[src/hw/rtl/crbfw_pkg.sv]
package crbfw_pkg;

	localparam int CANVAS_WIDTH_DEF  = 320;
	localparam int CANVAS_HEIGHT_DEF = 172;

	localparam int PIXEL_W     = 16;
	localparam int ADDR_W      = 16;
	localparam int ORIGIN_W    = 16;
	localparam int SIZE_W      = 12;
	localparam int POS_W       = ORIGIN_W + 1;
	localparam int CFG_INDEX_W = 3;
	localparam int CFG_DATA_W  = 16;

	localparam logic [CFG_INDEX_W-1:0] REG_ORIGIN_X    = 3'd0;
	localparam logic [CFG_INDEX_W-1:0] REG_ORIGIN_Y    = 3'd1;
	localparam logic [CFG_INDEX_W-1:0] REG_RECT_WIDTH  = 3'd2;
	localparam logic [CFG_INDEX_W-1:0] REG_RECT_HEIGHT = 3'd3;
	localparam logic [CFG_INDEX_W-1:0] REG_FILL_MODE   = 3'd4;
	localparam logic [CFG_INDEX_W-1:0] REG_FILL_COLOUR = 3'd5;

	typedef struct packed {
		logic [ORIGIN_W-1:0] origin_x;
		logic [ORIGIN_W-1:0] origin_y;
		logic [SIZE_W-1:0]   rect_width;
		logic [SIZE_W-1:0]   rect_height;
		logic                fill_mode;
		logic [PIXEL_W-1:0]  fill_colour;
	} cfg_t;

	// px and py are two's complement, sign in the top bit
	typedef struct packed {
		logic [POS_W-1:0]   px;
		logic [POS_W-1:0]   py;
		logic               empty;
		logic               done;
		logic [PIXEL_W-1:0] pixel;
	} pos_t;

endpackage

[src/hw/rtl/crbfw_walk.sv]
module crbfw_walk
	import crbfw_pkg::*;
(
	input  logic               clk,
	input  logic               arst_n,
	input  cfg_t               cfg,
	input  logic               in_valid,
	output logic               in_ready,
	input  logic [PIXEL_W-1:0] in_pixel,
	output logic               out_valid,
	input  logic               out_ready,
	output pos_t               out_pos
);

	logic [SIZE_W-1:0] column_count_q;
	logic [SIZE_W-1:0] row_count_q;
	logic              valid_s1;
	pos_t              pos_s1;
	pos_t              pos_next;
	logic              accept;
	logic              empty;
	logic              row_end;
	logic              rect_end;

	assign in_ready = !valid_s1 || out_ready;
	assign accept   = in_valid && in_ready;

	assign empty    = (cfg.rect_width == '0) || (cfg.rect_height == '0);
	assign row_end  = column_count_q >= (cfg.rect_width - SIZE_W'(1));
	assign rect_end = row_end && (row_count_q >= (cfg.rect_height - SIZE_W'(1)));

	always_comb begin
		pos_next.px    = {cfg.origin_x[ORIGIN_W-1], cfg.origin_x}
			+ {{(POS_W-SIZE_W){1'b0}}, column_count_q};
		pos_next.py    = {cfg.origin_y[ORIGIN_W-1], cfg.origin_y}
			+ {{(POS_W-SIZE_W){1'b0}}, row_count_q};
		pos_next.empty = empty;
		pos_next.done  = empty || rect_end;
		pos_next.pixel = in_pixel;
	end

	always_ff @(posedge clk or negedge arst_n) begin
		if (!arst_n) begin
			column_count_q <= '0;
			row_count_q    <= '0;
		end else if (accept) begin
			if (empty || row_end) begin
				column_count_q <= '0;
			end else begin
				column_count_q <= column_count_q + SIZE_W'(1);
			end
			if (empty || rect_end) begin
				row_count_q <= '0;
			end else if (row_end) begin
				row_count_q <= row_count_q + SIZE_W'(1);
			end
		end
	end

	always_ff @(posedge clk or negedge arst_n) begin
		if (!arst_n) begin
			valid_s1 <= 1'b0;
		end else if (in_ready) begin
			valid_s1 <= in_valid;
		end
	end

	always_ff @(posedge clk) begin
		if (accept) begin
			pos_s1 <= pos_next;
		end
	end

	assign out_valid = valid_s1;
	assign out_pos   = pos_s1;

	a_empty_clears: assert property (@(posedge clk) disable iff (!arst_n)
		accept && empty |=> column_count_q == '0 && row_count_q == '0)
		else $error("counters not cleared on empty rectangle");

	a_done_wraps: assert property (@(posedge clk) disable iff (!arst_n)
		accept && pos_next.done |=> column_count_q == '0 && row_count_q == '0)
		else $error("counters not returned to zero at end of rectangle");

	a_empty_done: assert property (@(posedge clk) disable iff (!arst_n)
		valid_s1 && pos_s1.empty |-> pos_s1.done)
		else $error("empty rectangle position without done");

endmodule

[src/hw/rtl/crbfw_clip.sv]
module crbfw_clip
	import crbfw_pkg::*;
#(
	parameter int CANVAS_WIDTH  = CANVAS_WIDTH_DEF,
	parameter int CANVAS_HEIGHT = CANVAS_HEIGHT_DEF
) (
	input  logic                       clk,
	input  logic                       arst_n,
	input  cfg_t                       cfg,
	input  logic                       in_valid,
	output logic                       in_ready,
	input  pos_t                       in_pos,
	output logic                       out_valid,
	input  logic                       out_ready,
	output logic [PIXEL_W+ADDR_W-1:0]  out_data,
	output logic                       out_user,
	output logic                       out_last
);

	localparam int COORD_W = 12;
	localparam int MUL_W   = COORD_W + 1;
	localparam int PROD_W  = COORD_W + MUL_W;
	localparam logic [POS_W-1:0] W_LIM = POS_W'(CANVAS_WIDTH);
	localparam logic [POS_W-1:0] H_LIM = POS_W'(CANVAS_HEIGHT);
	localparam logic [MUL_W-1:0] H_MUL = MUL_W'(CANVAS_HEIGHT);

	logic                      valid_s2;
	logic [PIXEL_W+ADDR_W-1:0] data_s2;
	logic                      user_s2;
	logic                      last_s2;
	logic                      accept;
	logic                      on_canvas;
	logic [PROD_W-1:0]         addr_full;
	logic [PIXEL_W-1:0]        pixel;

	assign in_ready = !valid_s2 || out_ready;
	assign accept   = in_valid && in_ready;

	assign on_canvas = !in_pos.empty
		&& !in_pos.px[POS_W-1] && (in_pos.px < W_LIM)
		&& !in_pos.py[POS_W-1] && (in_pos.py < H_LIM);

	assign addr_full = {{MUL_W{1'b0}}, in_pos.px[COORD_W-1:0]} * {{COORD_W{1'b0}}, H_MUL}
		+ {{MUL_W{1'b0}}, in_pos.py[COORD_W-1:0]};

	assign pixel = cfg.fill_mode ? cfg.fill_colour : in_pos.pixel;

	always_ff @(posedge clk or negedge arst_n) begin
		if (!arst_n) begin
			valid_s2 <= 1'b0;
		end else if (in_ready) begin
			valid_s2 <= in_valid;
		end
	end

	always_ff @(posedge clk) begin
		if (accept) begin
			user_s2 <= on_canvas;
			last_s2 <= in_pos.done;
			if (on_canvas) begin
				data_s2 <= {pixel, addr_full[ADDR_W-1:0]};
			end else begin
				data_s2 <= '0;
			end
		end
	end

	assign out_valid = valid_s2;
	assign out_data  = data_s2;
	assign out_user  = user_s2;
	assign out_last  = last_s2;

	a_clipped_zero: assert property (@(posedge clk) disable iff (!arst_n)
		valid_s2 && !user_s2 |-> data_s2 == '0)
		else $error("clipped position carries non-zero data");

	a_empty_no_write: assert property (@(posedge clk) disable iff (!arst_n)
		accept && in_pos.empty |=> !user_s2 && last_s2)
		else $error("empty rectangle produced a write or missed done");

	a_hold_stalled: assert property (@(posedge clk) disable iff (!arst_n)
		valid_s2 && !out_ready |=> valid_s2 && $stable(data_s2) && $stable(last_s2))
		else $error("stalled result lost");

endmodule

[src/hw/rtl/clipped_rect_blit_fill_writer.sv]
// Results are registered in the walk stage, then the clip stage, before reaching the m_ side.
// Throughput: one transaction per cycle from the two-stage position and clip pipeline, unless m_tready stalls.
// A result waiting on m_tready does not block the next input while stage one is free.
// Reset (arst_n low, asynchronous): configuration registers, rectangle counters
// and all valid flags clear to zero; no clearing pass is needed.
module clipped_rect_blit_fill_writer
	import crbfw_pkg::*;
#(
	parameter int CANVAS_WIDTH  = CANVAS_WIDTH_DEF,
	parameter int CANVAS_HEIGHT = CANVAS_HEIGHT_DEF
) (
	input  logic                      clk,
	input  logic                      arst_n,
	input  logic                      cfg_valid,
	output logic                      cfg_ready,
	input  logic [CFG_INDEX_W-1:0]    cfg_index,
	input  logic [CFG_DATA_W-1:0]     cfg_data,
	input  logic                      s_tvalid,
	output logic                      s_tready,
	input  logic [PIXEL_W-1:0]        s_tdata,  // [15:0] source_pixel
	output logic                      m_tvalid,
	input  logic                      m_tready,
	output logic [PIXEL_W+ADDR_W-1:0] m_tdata,  // [15:0] canvas_address, [31:16] write_pixel
	output logic                      m_tuser,  // [0] write_enable
	output logic                      m_tlast   // rect_done
);

	cfg_t cfg_q;
	logic pos_valid;
	logic pos_ready;
	pos_t pos;

	assign cfg_ready = 1'b1;

	always_ff @(posedge clk or negedge arst_n) begin
		if (!arst_n) begin
			cfg_q <= '0;
		end else if (cfg_valid && cfg_ready) begin
			case (cfg_index)
				REG_ORIGIN_X:    cfg_q.origin_x    <= cfg_data;
				REG_ORIGIN_Y:    cfg_q.origin_y    <= cfg_data;
				REG_RECT_WIDTH:  cfg_q.rect_width  <= cfg_data[SIZE_W-1:0];
				REG_RECT_HEIGHT: cfg_q.rect_height <= cfg_data[SIZE_W-1:0];
				REG_FILL_MODE:   cfg_q.fill_mode   <= cfg_data[0];
				REG_FILL_COLOUR: cfg_q.fill_colour <= cfg_data;
				default: ;
			endcase
		end
	end

	crbfw_walk u_walk (
		.clk       (clk),
		.arst_n    (arst_n),
		.cfg       (cfg_q),
		.in_valid  (s_tvalid),
		.in_ready  (s_tready),
		.in_pixel  (s_tdata),
		.out_valid (pos_valid),
		.out_ready (pos_ready),
		.out_pos   (pos)
	);

	crbfw_clip #(
		.CANVAS_WIDTH  (CANVAS_WIDTH),
		.CANVAS_HEIGHT (CANVAS_HEIGHT)
	) u_clip (
		.clk       (clk),
		.arst_n    (arst_n),
		.cfg       (cfg_q),
		.in_valid  (pos_valid),
		.in_ready  (pos_ready),
		.in_pos    (pos),
		.out_valid (m_tvalid),
		.out_ready (m_tready),
		.out_data  (m_tdata),
		.out_user  (m_tuser),
		.out_last  (m_tlast)
	);

endmodule
[config.mk]
export PLATFORM = sky130hd
export DESIGN_NAME = clipped_rect_blit_fill_writer
export DESIGN_NICKNAME = d
export VERILOG_FILES = /design/src/hw/rtl/crbfw_pkg.sv /design/src/hw/rtl/crbfw_walk.sv /design/src/hw/rtl/crbfw_clip.sv /design/src/hw/rtl/clipped_rect_blit_fill_writer.sv
export SDC_FILE = /design/constraint.sdc
export NUM_CORES = 1
export LEC_CHECK = 0
export BUFFER_PORTS_ARGS = -buffer_cell sky130_fd_sc_hd__buf_2
export CORE_UTILIZATION = 55
export CTS_CLUSTER_DIAMETER = 100
export DETAILED_ROUTE_END_ITERATION = 10
export GPL_TIMING_DRIVEN = 0
export PLACE_DENSITY_LB_ADDON = 0.2
export SLEW_MARGIN = 25
export SYNTH_ARGS = -nofsm -noshare
export SYNTH_HDL_FRONTEND = slang
export SYNTH_SLANG_ARGS = --single-unit
[constraint.sdc]
create_clock -name clk -period 3.75 [get_ports clk]
set_input_delay 0.375 -clock clk [delete_from_list [all_inputs] [get_ports clk]]
set_output_delay 0.375 -clock clk [all_outputs]
set_load 0.005 [all_outputs]
# Yosys cells after proc, flatten, opt, wreduce, memory -nomap -nowiden
# Cells that the tools add are included.
# W data, S select, Z words.
[classes] add_sub_neg=7 mul=1 mux=4 order_cmp=4 n_eq_ne=5 n_reduce_logical=28
[op_table] operator="$mux W12" count=3
[op_table] operator="$add A16 B13 Y17" count=2
[op_table] operator="$add A12 B1 Y12 const B" count=2
[op_table] operator="$ge A12 B12 Y1" count=2
[op_table] operator="$logic_not A12 Y1" count=2
[op_table] operator="$sub A12 B1 Y12 const B" count=2
[op_table] operator="$lt A17 B8 Y1 const B" count=1
[op_table] operator="$lt A17 B9 Y1 const B" count=1
[op_table] operator="$add A16 B12 Y16" count=1
[op_table] operator="$mux W16" count=1
[op_table] operator="$mul A12 B6 Y14 const B" count=1
[op_table] operator="$reduce_and A2 Y1" count=7
[op_table] operator="$logic_and A1 B1 Y1" count=7
[op_table] operator="$eq A3 B2 Y1 const B" count=2
[op_table] operator="$eq A3 B3 Y1 const B" count=2
[op_table] operator="$logic_not A1 Y1" count=5
[op_table] operator="$logic_or A1 B1 Y1" count=5
[op_table] operator="$eq A3 B1 Y1 const B" count=1
[op_table] operator="$logic_not A3 Y1" count=1
[op_table] operator="$reduce_bool A2 Y1" count=1
[word_totals] elab_cells=67 ff_bits=185 output_inout_bits=37 inputBits=40

# Depth between registers and ports, before layout
# Gate-level depths: netlist of run 1.
[logic_depth] word_depth=6 ltp_mapped=17 ltp_nobuf=17

# Cells and area by module
# Synthesis of run 1 repeated with hierarchy kept, for this count alone.
[unflattened] hier_cells=960 hier_area_um2=11063.1
[by_module_without_submodules] mod="crbfw_walk" area_per_inst_um2=5081.1 instances=1 cells_per_inst=494 seq_area_each_um2=2187.1
[by_module_without_submodules] mod="crbfw_clip" area_per_inst_um2=3194.3 instances=1 cells_per_inst=306 seq_area_each_um2=1046.0
[by_module_without_submodules] mod="clipped_rect_blit_fill_writer" area_per_inst_um2=2787.7 instances=1 cells_per_inst=160 seq_area_each_um2=1826.8

# Worst setup path after synthesis of run 1
# No wires, ideal clock.
[synth_timing] path_kind="register to register" from="register u_walk.pos_s1, in the netlist u_walk.out_pos[37]" to="register u_clip.data_s2[15], in the netlist u_clip.out_data[15] (data pin)" setup_ps=266 stages_incl_launch_ff=17 setup_slack_ps=-316 path_buffers=0 synth_period_minus_slack_ps=4066 arrival_time_ps=3800 path_cell_list="edfxtp_1 -> ha_1 -> fa_1 -> inv_1 -> fa_1 -> inv_1 -> ha_1 -> o21a_1 -> o31a_1 -> a21oi_1 -> ha_1 -> or3_1 -> a211oi_1 -> o31ai_1 -> nand4_1 -> xnor2_1 -> nor2_1"
[synth_between] elab_chain_cells=4
[synth_rtl] element="start, declared" line="crbfw_walk.sv:18" rtl="pos_t pos_s1;"
[synth_rtl] element="start signal, assigned" line="crbfw_walk.sv:70" rtl="pos_s1 <= pos_next;"
[synth_rtl] element="branches (longest 4 deep; another with $add A16 B12 Y16)"
[synth_rtl] element="end signal, assigned" line="crbfw_clip.sv:61" rtl="data_s2 <= {pixel, addr_full[ADDR_W-1:0]};"
[synth_rtl] element="end, declared" line="crbfw_clip.sv:28" rtl="logic [PIXEL_W+ADDR_W-1:0] data_s2;"
# Parallel ways; which one is timed is not known.
# A chain may end at the register's enable or synchronous reset.

# Worst setup path after layout of run 1
[layout_timing] from="register u_walk.pos_s1, in the netlist u_walk.out_pos[39]" to="register u_clip.data_s2[13], in the netlist u_clip.out_data[13] (data pin)"
# The elaborated chain is that of the path after synthesis.

==> key figures, run 1 <==
Status
  • Status: complete, but fails checks
  • Failing checks: negative setup slack

Yosys
  • Unique masters post-synth: 62
  • Main synth FF type: dfrtp_1
  • Ys async rst share: 53.5%
  • Top cells by area, synth: edfxtp_1 24%, dfrtp_1 23%, ha_1 11%
  • Top cell type by total area after synthesis: edfxtp_1
  • Seq/Total Area, Yosys: 46.3%
  • Post-Synthesis Cells: 966
  • Commonest cells post-synth: 99 x dfrtp_1, 99 x ha_1, 86 x edfxtp_1
  • Mapped cell area: 10900 µm²
  • Syn_area_per_cell: 11.3 µm²
  • Post-synth EDFFs: 86
  • FF+latch count, synth: 185
  • Syn nets: 1125
  • Yosys warning count: 0
  • Area fraction of the dominant cell type after synthesis: 23.6%

Floorplanning
  • FP Rows: 51
  • Starting density of the core: 56.1%
  • CORE AREA: 19500 µm²
  • Vert. Die Dim: 143 µm
  • Die width: 143 µm
  • Io pins: 77
  • Die ar.: 20400 µm²

GRT
  • Grt ovf: 0
  • First-pass GRT wire length: 36500 µm
  • Pin count of the biggest net entering global routing: 70
  • Vias in the first global route: 7351
  • GRT Total Usage: 23.8%
  • Initial antenna violation count: 0

Clocking
  • TritonCTS clock tree: built
  • Clock Sinks: 185
  • Clk root buf: clkbuf_16
  • Clock buffer depth: 2
  • TritonCTS buffer count: 17
  • Htree depth: 4
  • Clk slew on worst S/H paths: 80 ps
  • Worst-Skew Late Latency: 440 ps

STA
  • Final Max Tran Viols: 0
  • FMAX: 0.242 GHz
  • Final setup violation count: 6
  • RSZ-0062 raised after global routing: yes
  • Worst slew pin tran: 782 ps
  • Fin crit period: 4130 ps
  • Final worst setup slack: -376 ps
  • Clock skew: 13.6 ps
  • Slew HR: 46.5%
  • Final period util: 110%
  • Fin. Hold Viols: 0

Place
  • Gp weighted congestion: 0.875
  • Port bufs: 75
  • Dpl cells: 1309
  • Post-DP HPWL: 17000 µm

Critical path
  • Crit Path Max Fanout: 4
  • Crit-path cells: ha_4 > fa_1 > inv_1 > fa_1 > inv_2 > ha_4 > o21a_1 > o31a_1 > o21a_1 > nor2_4 > xnor2_2 > ha_1 > a21oi_2 > buf_4 > o31ai_2 > nand2_1 > xor2_1 > nor2_1
  • Crit path max-delay cell type: fa_1
  • Crit end category: flip-flop
  • CP max stage delay: 530 ps
  • Crit Path Category: reg2reg
  • Worst setup SP type: flip-flop
  • CP required: 3920 ps
  • Crit path DAT: 4290 ps

Flow run
  • Max Cap Viol: 0

Routing
  • Initial drt markers: 331
  • WL final: 22500 µm
  • Post-route DRC: 0
  • Via density: 5.52
  • Post-route ant nets: 0
  • DR vias: 7516
  • 1st-pass router iterations: 5
  • Routed len/inst: 16.5 µm

Finish
  • Final #Nets: 1242
  • Ant diodes: 0
  • P&R area growth vs syn: 16.2%
  • Fin cells: 1361
  • Layout fillers: 1491
  • Fraction of final layout cells sized beyond drive strength 1: 22.6%

Worst hold path
  • Min-delay worst type: in2reg
==> cells by family after synthesis <==
kind of cell    count (synthesis)  share of synthesized area, %
simple gates                  235                          10.9
flops                         185                          46.3
compound gates                172                          10.2
fa+ha+maj                     119                          15.0
buf+inv                       104                          3.70
mux                            85                          8.56
xor+xnor                       65                          5.21
other cells                     1                        0.0343
==> critical path: cells and delay by family (launching register included) <==
kind | cells | cell delay (ps)
AOI/OAI and AO/OA | 5 | 720
DFF | 1 | 520
adders and majority gates | 5 | 1820
xor gates and xnor gates | 2 | 370
and+or+nand+nor | 3 | 200
buffers and inverters | 3 | 240
==> cells in the final DEF (no fill, tap or decap), drive strengths merged, types with 5 or more instances in the layout <==
| cell type | n |
|---|---|
| mux2 | 67 |
| edfxtp | 86 |
| nand4 | 8 |
| dfrtp | 99 |
| mux2i | 18 |
| nor4 | 6 |
| nand2b | 8 |
| a211oi | 10 |
| nor2b | 8 |
| o21ai | 44 |
| xnor2 | 46 |
| and4 | 6 |
| o21a | 13 |
| a21o | 16 |
| nor2 | 68 |
| xor2 | 19 |
| ha | 99 |
| buf | 104 |
| a21oi | 41 |
| nand3 | 19 |
| o22ai | 6 |
| clkbuf | 32 |
| or3 | 5 |
| inv | 89 |
| and3 | 11 |
| fa | 20 |
| nand2 | 50 |
| clkinv | 8 |
| nor3 | 23 |
| and2 | 5 |
==> registers in the layout (all words and copies together), names as in the netlist <==
name	count
cfg_q	73
u_clip.out_data	32
u_clip.out_last	1
u_clip.out_user	1
u_clip.out_valid	1
u_walk.column_count_q	12
u_walk.out_pos	52
u_walk.out_valid	1
u_walk.row_count_q	12
==> layer usage <==
| metal | vias to the layer above | share of wire, % | GRT usage (%) |
|---|---|---|---|
| met2 | 155 | 48 | 39.9 |
| met4 | 0 | 2.9 | 10.4 |
| met5 | - | 0 | 0 |
| li1 | 3706 | - | - |
| met1 | 3616 | 46 | 30.9 |
| met3 | 39 | 3.1 | 3.09 |
==> what timing repair did <==
action                                 in CTS  in global routing
setup buffers                              12                  7
setup endpoints to repair                   6                 16
endpoints found under the hold margin      30                  0
hold buffers                                1                  0
resized for setup                          14                 11
pin swaps                                  27                 20
==> final cells by class <==
| cell class | count | area (µm²) | share of cell area (%) |
|---|---|---|---|
| multi-input combinational | 677 | 5680 | 44.7 |
| buffer | 22 | 100 | 0.788 |
| clock inverter | 15 | 190 | 1.50 |
| inverter | 82 | 308 | 2.42 |
| sequential | 185 | 5060 | 39.8 |
| timing repair buffer | 98 | 602 | 4.74 |
| tap | 265 | 332 | 2.61 |
| clock buffer | 17 | 425 | 3.35 |
==> metrics by stage <==
step / utilization [%] / instance area [µm²] / hold WS, ps / setup WS [ps] / TNS (ps)
floorplan: - / 11000 / 79.4 / -161 / -429
global placement: 60.1 / 11700 / 401 / -745 / -13970
detailed placement: 60.6 / 11800 / 276 / -540 / -2350
CTS: 64.7 / 12600 / 86.4 / -350 / -1440
global route: 65.2 / 12700 / 80.8 / -526 / -2640
finish: 65.2 / 12700 / 101 / -376 / -1660
==> final timing paths <==
check | cells past startpoint | to | slack (ps) | startpoint
min reg2reg | 0 | u_clip.out_last$_DFFE_PP_ | 440 | u_walk.out_pos[16]$_DFFE_PP_
max | 18 | u_clip.out_data[13]$_SDFFCE_PN0P_ | -380 | u_walk.out_pos[39]$_DFFE_PP_
max reg2reg | 18 | u_clip.out_data[13]$_SDFFCE_PN0P_ | -380 | u_walk.out_pos[39]$_DFFE_PP_
min in group asynchronous | 2 | u_walk.column_count_q[6]$_DFFE_PN0P_ | 390 | arst_n
max in group asynchronous | 3 | u_walk.row_count_q[3]$_DFFE_PN0P_ | 2720 | arst_n
min | 1 | u_walk.out_pos[3]$_DFFE_PP_ | 100 | s_tdata[3]
Power of run 1 is not shown: default switching activity piles up to over one toggle a cycle in this logic, so the estimate is an artifact.
==> run 2, diff against run 1 <==
- ABC_AREA: unset -> 1
- ABC_CLOCK_PERIOD_IN_PS: unset -> 3750
- CORE_UTILIZATION: 55 -> 56
==> key figures, run 2 <==
Status
  • Status: complete, but fails checks
  • Failing checks: negative setup slack

STA
  • FMAX: 0.247 GHz
  • Final worst setup slack: -298 ps
  • Setup tns final: -1080 ps
  • Final period util: 108%
  • Clock skew: 14.5 ps
  • RSZ-0062 raised after global routing: yes
  • Fin. Hold Viols: 0
  • Final setup violation count: 6
  • Worst slew pin tran: 757 ps
  • Final Max Tran Viols: 0
  • Slew HR: 49.5%
  • Fin crit period: 4050 ps

Routing
  • DR vias: 8907
  • Post-route DRC: 0
  • Post-route ant nets: 0
  • WL final: 26700 µm
  • 1st-pass router iterations: 8
  • Routed len/inst: 16.0 µm
  • Initial drt markers: 480
  • Via density: 5.34

GRT
  • Grt ovf: 0
  • First-pass GRT wire length: 42300 µm
  • GRT Total Usage: 27.1%
  • Pin count of the biggest net entering global routing: 77
  • Vias in the first global route: 8472
  • Initial antenna violation count: 1

Floorplanning
  • Die width: 144 µm
  • Io pins: 77
  • Vert. Die Dim: 144 µm
  • Die ar.: 20800 µm²
  • CORE AREA: 19700 µm²
  • Starting density of the core: 57.6%
  • FP Rows: 51

Yosys
  • Unique masters post-synth: 48
  • Post-Synthesis Cells: 1255
  • Commonest cells post-synth: 290 x nand2_1, 172 x inv_1, 99 x dfrtp_1, 99 x ha_1, 90 x nor2_1
  • Top cells by area, synth: edfxtp_1 23%, dfrtp_1 22%, ha_1 11%
  • Post-synthesis compound-gate area fraction: 8.39%
  • Seq/Total Area, Yosys: 44.7%
  • Yosys warning count: 0
  • Main synth FF type: dfrtp_1
  • Top cell type by total area after synthesis: edfxtp_1
  • FF+latch count, synth: 185
  • Main combinational cell family by area after synthesis: simple AND/OR/NAND/NOR gates
  • Mux contribution to synthesized area: 1.42%
  • Ys async rst share: 53.5%
  • Syn_area_per_cell: 9.02 µm²
  • Xor and xnor area share after synthesis: 4.88%
  • Post-Synth Adder-Cell Area: 14.5%
  • Mapped cell area: 11300 µm²
  • Post-synthesis simple-gate area fraction: 19.2%
  • Count leader, synth: nand2_1
  • Area fraction of the dominant cell type after synthesis: 22.8%
  • Post-synth EDFFs: 86
  • Syn nets: 1414

Critical path
  • Worst setup SP type: flip-flop
  • Crit Path Category: reg2reg
  • Crit path DAT: 4370 ps
  • Crit end category: flip-flop
  • CP required: 4070 ps
  • Crit Path Max Fanout: 4

Finish
  • Final #Nets: 1549
  • Largest register FFs: 73
  • Top reg by flops: cfg_q
  • Most frequent cells in the layout: 275 x nand2_1, 165 x inv_1, 99 x dfrtp_1
  • Ant diodes: 0
  • Fraction of final layout cells sized beyond drive strength 1: 17.9%
  • Commonest non-fill, non-tap cell in the layout: nand2_1
  • P&R area growth vs syn: 18.9%
  • Core Util, Final: 68.5%

Worst hold path
  • Min-delay worst type: in2reg

Clocking
  • Htree depth: 4
  • Clk root buf: clkbuf_16
  • TritonCTS buffer count: 17
  • Clock Sinks: 185
  • Worst-Skew Late Latency: 450 ps
  • Clk slew on worst S/H paths: 80 ps
  • Clock buffer depth: 2
  • TritonCTS clock tree: built

Place
  • Post-Place Worst Slack: -361 ps
  • Port bufs: 75
  • Gp weighted congestion: 0.900
  • Post-DP HPWL: 18800 µm

Flow run
  • Max Cap Viol: 0
[run 2: logic make-up after synthesis]
logic type / count (synthesis)
other cells: 1
flops: 185
compound gates: 175
fa+ha+maj: 119
simple gates: 498
buf+inv: 198
xor+xnor: 63
mux: 16
[run 2: through the flow]
stage	cells	hold WS [ps]	area (µm²)
2_1_floorplan	1255	79.4	11400
3_3_place_gp	1595	449	12100
3_5_place_dp	1597	254	12200
4_1_cts	1665	87.9	13200
5_1_grt	1668	75.9	13500
6_report	1668	93.6	13500
[run 2: worst paths after layout]
path	from	end	slack (ps)	cells after the start
worst min-delay path	s_tdata[8]	u_walk.out_pos[8]$_DFFE_PP_	90	1
worst max-delay path	u_walk.out_pos[41]$_DFFE_PP_	u_clip.out_data[12]$_SDFFCE_PN0P_	-300	18
max in group asynchronous	arst_n	cfg_q[1]$_DFFE_PN0P_	2760	3
min in group asynchronous	arst_n	u_walk.column_count_q[8]$_DFFE_PN0P_	350	2
worst min register to register	u_walk.out_pos[16]$_DFFE_PP_	u_clip.out_last$_DFFE_PP_	460	0
worst max register to register	u_walk.out_pos[41]$_DFFE_PP_	u_clip.out_data[12]$_SDFFCE_PN0P_	-300	18
[run 2: cell type report]
| type | count | area [µm²] |
|---|---|---|
| multi-input combinational | 872 | 5900 |
| clock buffer | 17 | 425 |
| buffer | 24 | 134 |
| sequential | 185 | 5060 |
| fill | 1532 | 6200 |
| tap | 265 | 332 |
| inverter | 174 | 653 |
| timing repair buffer | 116 | 747 |
| clock inverter | 15 | 204 |
[run 2: metal layers]
metal | share of wire, % | track usage (%) | up-vias
li1 | - | - | 4407
met1 | 43 | 34.3 | 4197
met2 | 49 | 46.5 | 239
met3 | 4.3 | 4.07 | 62
met4 | 3.6 | 11.4 | 2
met5 | 0.049 | 0 | -
[run 2: repair_timing]
item                                    4_1_cts  5_1_grt
endpoints found under the hold margin        23        0
resized for setup                            33       42
pin swaps                                    46       30
hold buffers                                  1        0
endpoints found under the setup margin        6        9
setup buffers                                35        3
[run 2: critical path: stages, from the launching register on]
cell and delay (ps):
edfxtp_1 460, ha_1 360, fa_1 500, inv_1 50, fa_1 490, inv_2 50
ha_4 310, nand2_4 70, inv_1 60, nand2_1 60, nand2_2 70, a21oi_2 50
xnor2_2 270, ha_4 270, a21oi_1 220, nand4_1 150, buf_4 170, a21oi_1 150
o21a_1 150
Power of run 2 is left out for the same reason.
==> run 3, diff against run 2 <==
- PLACE_DENSITY: unset -> 0.88
- PLACE_DENSITY_LB_ADDON: 0.2 -> unset
==> key figures, run 3 (same netlist as run 2, synthesis figures left out) <==
Status
  • Status: complete, but fails checks
  • Failing checks: negative setup slack

Floorplanning
  • Starting density of the core: 57.6%
  • FP Rows: 51
  • Io pins: 77
  • CORE AREA: 19700 µm²
  • Die ar.: 20800 µm²
  • Die width: 144 µm
  • Vert. Die Dim: 144 µm

STA
  • Slew HR: 47.4%
  • Final period util: 110%
  • FMAX: 0.242 GHz
  • Fin. Hold Viols: 0
  • Final worst setup slack: -374 ps
  • RSZ-0062 raised after global routing: yes
  • Final Max Tran Viols: 0
  • Worst slew pin tran: 788 ps
  • Clock skew: 12.2 ps
  • Setup tns final: -1710 ps
  • Final setup violation count: 7
  • Fin crit period: 4120 ps

GRT
  • Initial antenna violation count: 0
  • First-pass GRT wire length: 46400 µm
  • Grt ovf: 0
  • Pin count of the biggest net entering global routing: 66
  • Vias in the first global route: 9411
  • GRT Total Usage: 29.6%

Clocking
  • Worst-Skew Late Latency: 440 ps
  • Clock buffer depth: 2
  • TritonCTS clock tree: built
  • Clock Sinks: 185
  • Clk slew on worst S/H paths: 80 ps
  • TritonCTS buffer count: 17
  • Clk root buf: clkbuf_16
  • Htree depth: 4

Finish
  • Largest register FFs: 73
  • Final #Nets: 1541
  • Core Util, Final: 67.2%
  • Fraction of final layout cells sized beyond drive strength 1: 16.1%
  • Most frequent cells in the layout: 279 x nand2_1, 166 x inv_1, 99 x dfrtp_1
  • Commonest non-fill, non-tap cell in the layout: nand2_1
  • Layout Cell Area excl Fill: 13200 µm²
  • Top reg by flops: cfg_q
  • Layout fillers: 1392
  • P&R area growth vs syn: 16.7%

Worst hold path
  • Min-delay worst type: in2reg

Critical path
  • Crit-path leading delay family: adder cells
  • Worst setup SP type: flip-flop
  • Crit-path cells: buf_4 > buf_6 > ha_4 > fa_1 > inv_1 > fa_1 > inv_2 > ha_4 > nand2_4 > inv_1 > nand2_1 > nand2_2 > a21oi_4 > xnor2_2 > ha_1 > nand2_1 > nor2_2 > nand3_1 > nand4_1 > nand3b_1 > nor2_1 > nor2_1
  • CP max stage delay: 520 ps
  • CP required: 3950 ps
  • Crit path DAT: 4330 ps
  • Crit end category: flip-flop
  • Buf/Inv on CP: 5
  • Crit Path Category: reg2reg
  • Crit Path Max Fanout: 3
  • Crit path max-delay cell type: fa_1

Routing
  • Post-route DRC: 0
  • DR vias: 9372
  • WL final: 29000 µm
  • Routed len/inst: 17.4 µm
  • Via density: 5.64
  • 1st-pass router iterations: 5
  • Post-route ant nets: 0
  • Initial drt markers: 793

Place
  • Area after DPL: 12200 µm²
  • Post-Place Worst Slack: -362 ps
  • Gp weighted congestion: 0.920
  • Port bufs: 75
  • Post-DP HPWL: 19900 µm

Flow run
  • Max Cap Viol: 0
-- run 3: cell count changes in the layout (fill, tap and decap cells not counted), sizes merged --
| cell | delta |
|---|---|
| buf | -8 |
| inv | -3 |
| bufinv | +1 |
| clkbuf | +1 |
| clkinv | +1 |
| diode | +1 |
-- run 3: routing by layer --
layer  routed length (µm)  share of wire, %  GRT usage (%)
met3                 1940               6.7           5.13
met5                    0                 0              0
met1                11400                39           35.5
met4                 1420               4.9           17.2
met2                14200                49           50.3
-- run 3: timing repair --
item | CTS | global route
hold buffers | 1 | 0
setup endpoints to repair | 6 | 9
gates resized for setup | 34 | 18
pin swaps | 30 | 19
endpoints found under the hold margin | 34 | 0
setup buffers | 26 | 4
-- run 3: path summary, 6_finish.rpt --
path / start / endpoint / slack [ps] / cells after the start
worst min-delay path: s_tdata[0] / u_walk.out_pos[0]$_DFFE_PP_ / 100 / 1
min in group asynchronous: arst_n / cfg_q[33]$_DFFE_PN0P_ / 390 / 2
worst max-delay path: u_walk.out_pos[40]$_DFFE_PP_ / u_clip.out_data[14]$_SDFFCE_PN0P_ / -370 / 22
worst max register to register: u_walk.out_pos[40]$_DFFE_PP_ / u_clip.out_data[14]$_SDFFCE_PN0P_ / -370 / 22
worst min register to register: u_walk.out_pos[16]$_DFFE_PP_ / u_clip.out_last$_DFFE_PP_ / 470 / 0
max in group asynchronous: arst_n / cfg_q[1]$_DFFE_PN0P_ / 2730 / 3
-- run 3: area by class of cell --
| class | instances | area (µm²) | share of cell area, % |
|---|---|---|---|
| Multi-Input combinational cell | 872 | 5780 | 43.7 |
| Tap cell | 265 | 332 | 2.51 |
| Antenna cell | 1 | 2.50 | 0.0189 |
| Sequential cell | 185 | 5060 | 38.3 |
| Clock inverter | 14 | 138 | 1.04 |
| Buffer | 24 | 134 | 1.01 |
| Clock buffer | 18 | 429 | 3.25 |
| Inverter | 174 | 653 | 4.95 |
| Timing Repair Buffer | 108 | 683 | 5.17 |
-- run 3: through the flow --
step	instances	hold slack [ps]
after floorplan	1255	79.4
after CTS	1656	93.2
after detailed placement	1597	290
after global placement	1595	458
final	1661	101
after global routing	1660	89.4
Power of run 3 is left out for the same reason.
